<file path="src/tsch_pkg.sv">
// Shared types and constants of the timestamp capture history block.
// Used by tsch_ctrl, tsch_dp and timestamp_capture_history; depends on nothing.
package tsch_pkg;

   localparam int DEPTH    = 64;
   localparam int ADDR_W   = $clog2(DEPTH);
   localparam int LEN_W    = $clog2(DEPTH) + 1;
   localparam int US_SHIFT = 10;
   localparam int US_MUL   = (1024 * 1000) / 12288;

   localparam int SEQ_W  = 32;
   localparam int RAW_W  = 32;
   localparam int TICK_W = 64;
   localparam int US_W   = 61;

   typedef enum logic [2:0] {
      ACT_CAPTURE = 3'd0,
      ACT_QSEQ    = 3'd1,
      ACT_QTICK   = 3'd2,
      ACT_LATEST  = 3'd3,
      ACT_OLDEST  = 3'd4,
      ACT_CURRENT = 3'd5
   } action_type;

   typedef enum logic [1:0] {
      ST_OK         = 2'd0,
      ST_NO_MATCH   = 2'd1,
      ST_COUNT_HIGH = 2'd2
   } status_type;

   typedef enum logic {
      S_IDLE = 1'b0,
      S_READ = 1'b1
   } state_type;

   typedef struct packed {
      logic capture;
      logic current;
      logic overflow;
      logic scan_start;
      logic scan_down;
      logic search;
      logic by_seq;
      logic rd_en;
      logic rd_last;
   } cmd_type;

   typedef struct packed {
      logic [LEN_W-1:0] eff_len;
      logic             pipe_busy;
   } stat_type;

endpackage

</file>
<file path="src/tsch_ctrl.sv">
// Controller state machine: decodes each transaction and sequences ring reads.
// Depends on tsch_pkg for the action, state, command and status types.
module tsch_ctrl (
   input  logic                      clock,
   input  logic                      reset,
   input  logic                      start,
   output logic                      busy,
   input  logic [2:0]                req_action,
   input  logic [tsch_pkg::LEN_W-1:0] req_count,
   input  tsch_pkg::stat_type        stat,
   output tsch_pkg::cmd_type         cmd
);

   tsch_pkg::state_type       state_ff, state_in;
   logic [tsch_pkg::LEN_W-1:0] remain_ff, remain_in;
   logic                      accept;

   always_ff @(posedge clock) begin
      if (reset) begin
         state_ff  <= tsch_pkg::S_IDLE;
         remain_ff <= '0;
      end else begin
         state_ff  <= state_in;
         remain_ff <= remain_in;
      end
   end

   assign busy   = (state_ff != tsch_pkg::S_IDLE) || stat.pipe_busy;
   assign accept = start && !busy;

   always_comb begin
      state_in  = state_ff;
      remain_in = remain_ff;
      cmd       = '0;
      unique case (state_ff)
         tsch_pkg::S_IDLE: begin
            if (accept) begin
               unique case (tsch_pkg::action_type'(req_action))
                  tsch_pkg::ACT_CAPTURE: begin
                     cmd.capture = 1'b1;
                  end
                  tsch_pkg::ACT_CURRENT: begin
                     cmd.current = 1'b1;
                  end
                  tsch_pkg::ACT_QSEQ, tsch_pkg::ACT_QTICK: begin
                     cmd.scan_start = 1'b1;
                     cmd.search     = 1'b1;
                     cmd.by_seq     = (tsch_pkg::action_type'(req_action) ==
                                       tsch_pkg::ACT_QSEQ);
                     remain_in      = stat.eff_len;
                     state_in       = tsch_pkg::S_READ;
                  end
                  tsch_pkg::ACT_LATEST, tsch_pkg::ACT_OLDEST: begin
                     if (req_count > stat.eff_len) begin
                        cmd.overflow = 1'b1;
                     end else if (req_count != '0) begin
                        cmd.scan_start = 1'b1;
                        cmd.scan_down  = (tsch_pkg::action_type'(req_action) ==
                                          tsch_pkg::ACT_LATEST);
                        remain_in      = req_count;
                        state_in       = tsch_pkg::S_READ;
                     end
                  end
                  default: begin
                  end
               endcase
            end
         end
         tsch_pkg::S_READ: begin
            cmd.rd_en   = 1'b1;
            cmd.rd_last = (remain_ff == tsch_pkg::LEN_W'(1));
            remain_in   = remain_ff - tsch_pkg::LEN_W'(1);
            if (cmd.rd_last) begin
               state_in = tsch_pkg::S_IDLE;
            end
         end
         default: begin
            state_in = tsch_pkg::S_IDLE;
         end
      endcase
   end

endmodule

</file>
<file path="config.mk">
export PLATFORM = sky130hd
export DESIGN_NAME = tsch_ctrl
export DESIGN_NICKNAME = d
export VERILOG_FILES = /design/src/tsch_pkg.sv /design/src/tsch_ctrl.sv
export SDC_FILE = /design/constraint.sdc
export NUM_CORES = 1
export LEC_CHECK = 0
export ABC_AREA = 1
export BUFFER_PORTS_ARGS = -buffer_cell sky130_fd_sc_hd__buf_2
export CORE_MARGIN = 1.5
export CORE_UTILIZATION = 46
export DETAILED_ROUTE_END_ITERATION = 12
export PLACE_DENSITY = 0.8
export SYNTH_ARGS = -nofsm -noshare
export SYNTH_HDL_FRONTEND = slang
export SYNTH_SLANG_ARGS = --single-unit
</file>
<file path="constraint.sdc">
create_clock -name clock -period 1.3 [get_ports clock]
set_clock_uncertainty 0.15 [all_clocks]
set_input_delay 0.065 -clock clock [delete_from_list [all_inputs] [get_ports clock]]
set_output_delay 0.065 -clock clock [all_outputs]
set_load 0.01 [all_outputs]
</file>
Yosys cells after proc, flatten, opt, wreduce, memory -nomap -nowiden

Cells that the tools add are included.

Register bits after elaboration: 8
Bits in latches: 0
RAM bits: 0
Memory bits (read-only): 0
Logic and storage cells: 46
Memories kept: 0

Add/subtract/negate cells: 1
$mul: 0
Divide/modulo/power cells: 0
Order comparisons: 1
Eq/ne operators: 10
Shift-type cells: 0
Multiplexer cells: 23
Bitwise logic cells: 1
Reduce and logical (&&, ||, !) cells: 8

Operator list:

| kind                                              | count |
|---|---|
| 2-to-1 mux 7 bit                                  | 5 |
| case mux 7 bit (2 select lines)                   | 2 |
| 2-to-1 mux 1 bit                                  | 9 |
| 2-to-1 mux 2 bit                                  | 4 |
| == test 7 x 1 -> 1 bit (second input constant)    | 1 |
| > comparator 7 bit                                | 1 |
| nonzero test 7 bit                                | 1 |
| subtractor 7 x 1 -> 7 bit (second input constant) | 1 |
| == test 3 x 2 -> 1 bit (second input constant)    | 2 |
| == test 3 bit (second input constant)             | 2 |
| != test 3 bit (second input constant)             | 2 |
| case mux 1 bit (2 select lines)                   | 3 |
| AND reduction 4 bit                               | 1 |
| OR reduction 2 bit                                | 2 |
| == test 3 x 1 -> 1 bit (second input constant)    | 1 |
| zero test 3 bit                                   | 1 |
| != test 3 x 1 -> 1 bit (second input constant)    | 1 |
| != test 2 bit (second input constant)             | 1 |
| logical AND 1 bit                                 | 1 |
| zero test 1 bit                                   | 1 |
| logical OR 1 bit                                  | 1 |
| inverter 1 bit                                    | 1 |

Longest topological paths before layout

Depth in word-level cells: 6
Mapped depth: 12

Worst setup path before layout

OpenSTA, ideal clock, no wires.

Path kind: in2out
Start: input stat[7] (netlist bit)
End: output cmd[4] (netlist bit)
Arrival time: 1,157 ps
Slack: -72 ps
Stages: 7
Cell sequence: inv_1 ha_1 nand2_1 nor2_1 nand4_1 nand2_1 nor3b_1

RTL lines:

| item            | RTL line        | source |
|---|---|---|
| start, declared | tsch_ctrl.sv:10 | `input tsch_pkg::stat_type stat,` |
| end, declared   | tsch_ctrl.sv:11 | `output tsch_pkg::cmd_type cmd` |

==> impl_metrics.py <==
metrics = {
    "worst_setup_path": {
        "critPathLaunchType": "register",
        "path_cells": "inv_2 > nand2_4 > nor2_4 > nand3_2 > nor2_1 > buf_2",
        "cp_max_fo": 3,
        "worstPathRequired_ns": 1.09,
        "path_class": "reg -> out",
        "worst_path_max_delay_cell": "dfxtp_2",
        "crit_path_end_kind": "output port",
        "cp.arrival_ns": 1.25,
        "slowest_delay_ns": 0.32,
    },
    "logic_synthesis": {
        "yosysTopAreaCell": "nand2_1",
        "syn_area_per_cell_um2": 5.93,
        "synth_nets": 205,
        "yosysWarnings": 0,
        "ys_ff_latch": 8,
        "synth_top_area_frac": 0.184,
        "yosys-top-cells-area": "nand2_1 (18%), dfxtp_1 (15%), ha_1 (11%)",
        "syn_area_um2": 1040,
        "yosysUniqueCellTypes": 26,
        "ys_seq_area_frac": 0.154,
        "syn_inst": 175,
    },
    "grt": {
        "grt_usage": 0.277,
        "antenna_found_initial": 0,
        "grt_pass1_vias": 1317,
        "grt.overflow.total": 0,
        "grt_pass1_wl_um": 5340,
        "grt_start_max_net_pins": 9,
    },
    "pwr": {
        "peakVddDrop_v": 0.000525,
        "pwr-share-seq": 0.238,
        "p_per_area_nw_per_um2": 719,
        "p_sw_frac": 0.421,
        "p_leak_nw": 0.917,
        "net-switching-power_mw": 0.533,
        "finalPower_mw": 1.27,
        "comb_power_share": 0.597,
        "intPower_mw": 0.734,
        "pwr-share-clk": 0.166,
    },
    "placed_design": {
        "port_buffers": 30,
        "placed_cell_area_um2": 1410,
        "gp_congestion": 0.828,
        "hpwl_um": 2100,
        "dpl_worst_slack_ns": -0.255,
    },
    "clocking": {
        "cts_hold_buffers": 0,
        "cts_tree": "built",
        "clock_path_buffers": 2,
        "htreeDepth": 1,
        "cts-root-buf": "clkbuf_4",
        "clock_latency_ns": 0.27,
        "clk_pin_slew_worst_paths_ns": 0.06,
        "cts_buffers": 3,
        "clock-sinks": 8,
    },
    "routing": {
        "dr_total_vias": 1415,
        "vias_per_cell": 5.26,
        "wl_um": 3540,
        "wl_per_cell_um": 13.1,
        "drc_errors": 0,
        "ant_nets": 0,
        "drt-initial-drc-count": 67,
        "first_pass_iters": 4,
    },
    "timing": {
        "setup_viol": 15,
        "drv_slew": 0,
        "layout_min_cycle_time_ns": 1.47,
        "rsz0062_at_grt": "yes",
        "holdWs_ns": 0.00261,
        "max_freq_mhz": 681,
        "slew_headroom": 0.687,
        "tns_ns": -1.93,
        "hold_viol": 0,
        "post-route-period-util": 1.13,
        "setup_slack_ns": -0.168,
        "worstMarginPinSlew_ns": 0.466,
    },
    "min_path": {
        "min_path_type": "in -> reg",
    },
    "die": {
        "start_util": 0.479,
        "io-pin-count": 31,
        "core_area_um2": 2170,
        "die_x_um": 50.5,
        "die_h_um": 50.5,
        "rows": 17,
        "die_area_um2": 2550,
    },
    "layout": {
        "drive_gt1_frac": 0.548,
        "area_delta_synth_final_pct": 69.6,
        "fin_area_um2": 1760,
        "layout.nets": 273,
        "num_antenna_cells": 0,
    },
    "status": {
        "violations": "setup timing",
        "run_status": "finished, violations left",
    },
    "run": {
        "drv_cap": 0,
    },
}
[cells in the mapped netlist]
library cell / instances
nand2_1: 51
inv_1: 27
nor2_1: 20
nand3_1: 15
ha_1: 9
dfxtp_1: 8
a21oi_1: 6
o21ai_1: 6
nor2_2: 5
nand2_2: 3
nand3_2: 3
nor3_1: 3
inv_2: 2
nand2_4: 2
nand3_4: 2
nand4_1: 2
o21ai_0: 2
a21oi_2: 1
buf_4: 1
buf_6: 1
clkbuf_4: 1
nor2_4: 1
nor3b_1: 1
o21ai_2: 1
xnor2_1: 1
xor2_1: 1
[path summary, 6_finish.rpt]
kind	startpoint	endpoint	slack [ns]	cells after the start
worst max register to register	state_ff	remain_ff[1]	-0.15	9
worst min-delay path	reset	state_ff	0.003	4
worst min register to register	remain_ff[4]	remain_ff[4]	0.44	4
worst max-delay path	remain_ff[3]	cmd[0]	-0.17	6
[metal layers]
layer | GRT usage | up-vias | routed length, um | share of wire
li1 | - | 687 | - | -
met1 | 0.304 | 640 | 1310 | 0.37
met2 | 0.487 | 72 | 1830 | 0.52
met3 | 0.0536 | 16 | 238 | 0.067
met4 | 0.167 | 0 | 155 | 0.044
met5 | 0 | - | 0 | 0
[through the flow]
step                utilization  cells
global placement          0.648    254
detailed placement        0.648    254
CTS                       0.766    267
finish                    0.812    269
global route              0.812    269
floorplan                     -    175
[final cells by class]
| type | count | area [um^2] |
|---|---|---|
| fillers | 142 | 408 |
| repair buffers | 66 | 484 |
| inverters | 29 | 116 |
| well taps | 28 | 35.0 |
| multi-input cells | 135 | 932 |
| clock buffers | 3 | 22.5 |
| flip-flops and latches | 8 | 171 |
[power groups by stage]
stage | Clock (mW) | Combinational, mW | Sequential [mW]
2_1_floorplan | 0 | 0.349 | 0.294
3_3_place_gp | 0 | 0.515 | 0.297
3_5_place_dp | 0 | 0.526 | 0.298
4_1_cts | 0.203 | 0.647 | 0.296
5_1_grt | 0.231 | 0.821 | 0.304
6_report | 0.210 | 0.756 | 0.301
[layout by cell type (no fill, tap or decap), types with 2 or more instances in the layout]
| master | Yosys | layout |
|---|---|---|
| buf_4 | 1 | 33 |
| ha_4 | 0 | 6 |
| inv_1 | 27 | 16 |
| a21oi_1 | 6 | 4 |
| nor3_1 | 3 | 2 |
| nor2_1 | 20 | 15 |
| nand3_4 | 2 | 3 |
| clkbuf_4 | 1 | 3 |
| nand2_4 | 2 | 2 |
| buf_6 | 1 | 9 |
| inv_4 | 0 | 3 |
| o21ai_0 | 2 | 2 |
| nor2_2 | 5 | 6 |
| nor2_4 | 1 | 5 |
| dfxtp_2 | 0 | 3 |
| nand3_1 | 15 | 13 |
| dfxtp_1 | 8 | 3 |
| ha_1 | 9 | 3 |
| inv_2 | 2 | 10 |
| nand2_2 | 3 | 12 |
| buf_2 | 0 | 23 |
| nand3_2 | 3 | 4 |
| dfxtp_4 | 0 | 2 |
| nand2_1 | 51 | 41 |
| o21ai_1 | 6 | 6 |
| nand4_1 | 2 | 2 |
| a21oi_2 | 1 | 2 |
[worst max-delay path, delay by kind of cell (launching register included)]
kind / cells / cell delay [ns]
buffers and inverters: 2 / 0.25
flip-flops: 1 / 0.32
AND/OR/NAND/NOR: 4 / 0.41
[sequential cells by signal, summed over array words and instances (netlist names)]
register,count
remain_ff,7
state_ff,1
[repair_timing]
item	CTS	global route
resized for setup	41	21
setup buffers	10	2
pin swaps	13	8
setup endpoints to repair	12	16
[cell families (layout without fill, tap and decap cells)]
group / count (synthesis) / after routing / share of synthesized area
simple gates: 108 / 108 / 0.506
fa+ha+maj: 9 / 9 / 0.108
xor+xnor: 2 / 2 / 0.0169
flops: 8 / 8 / 0.154
compound gates: 16 / 16 / 0.0843
buf+inv: 32 / 98 / 0.130
Note: power is estimated with default switching activity, not from simulation.
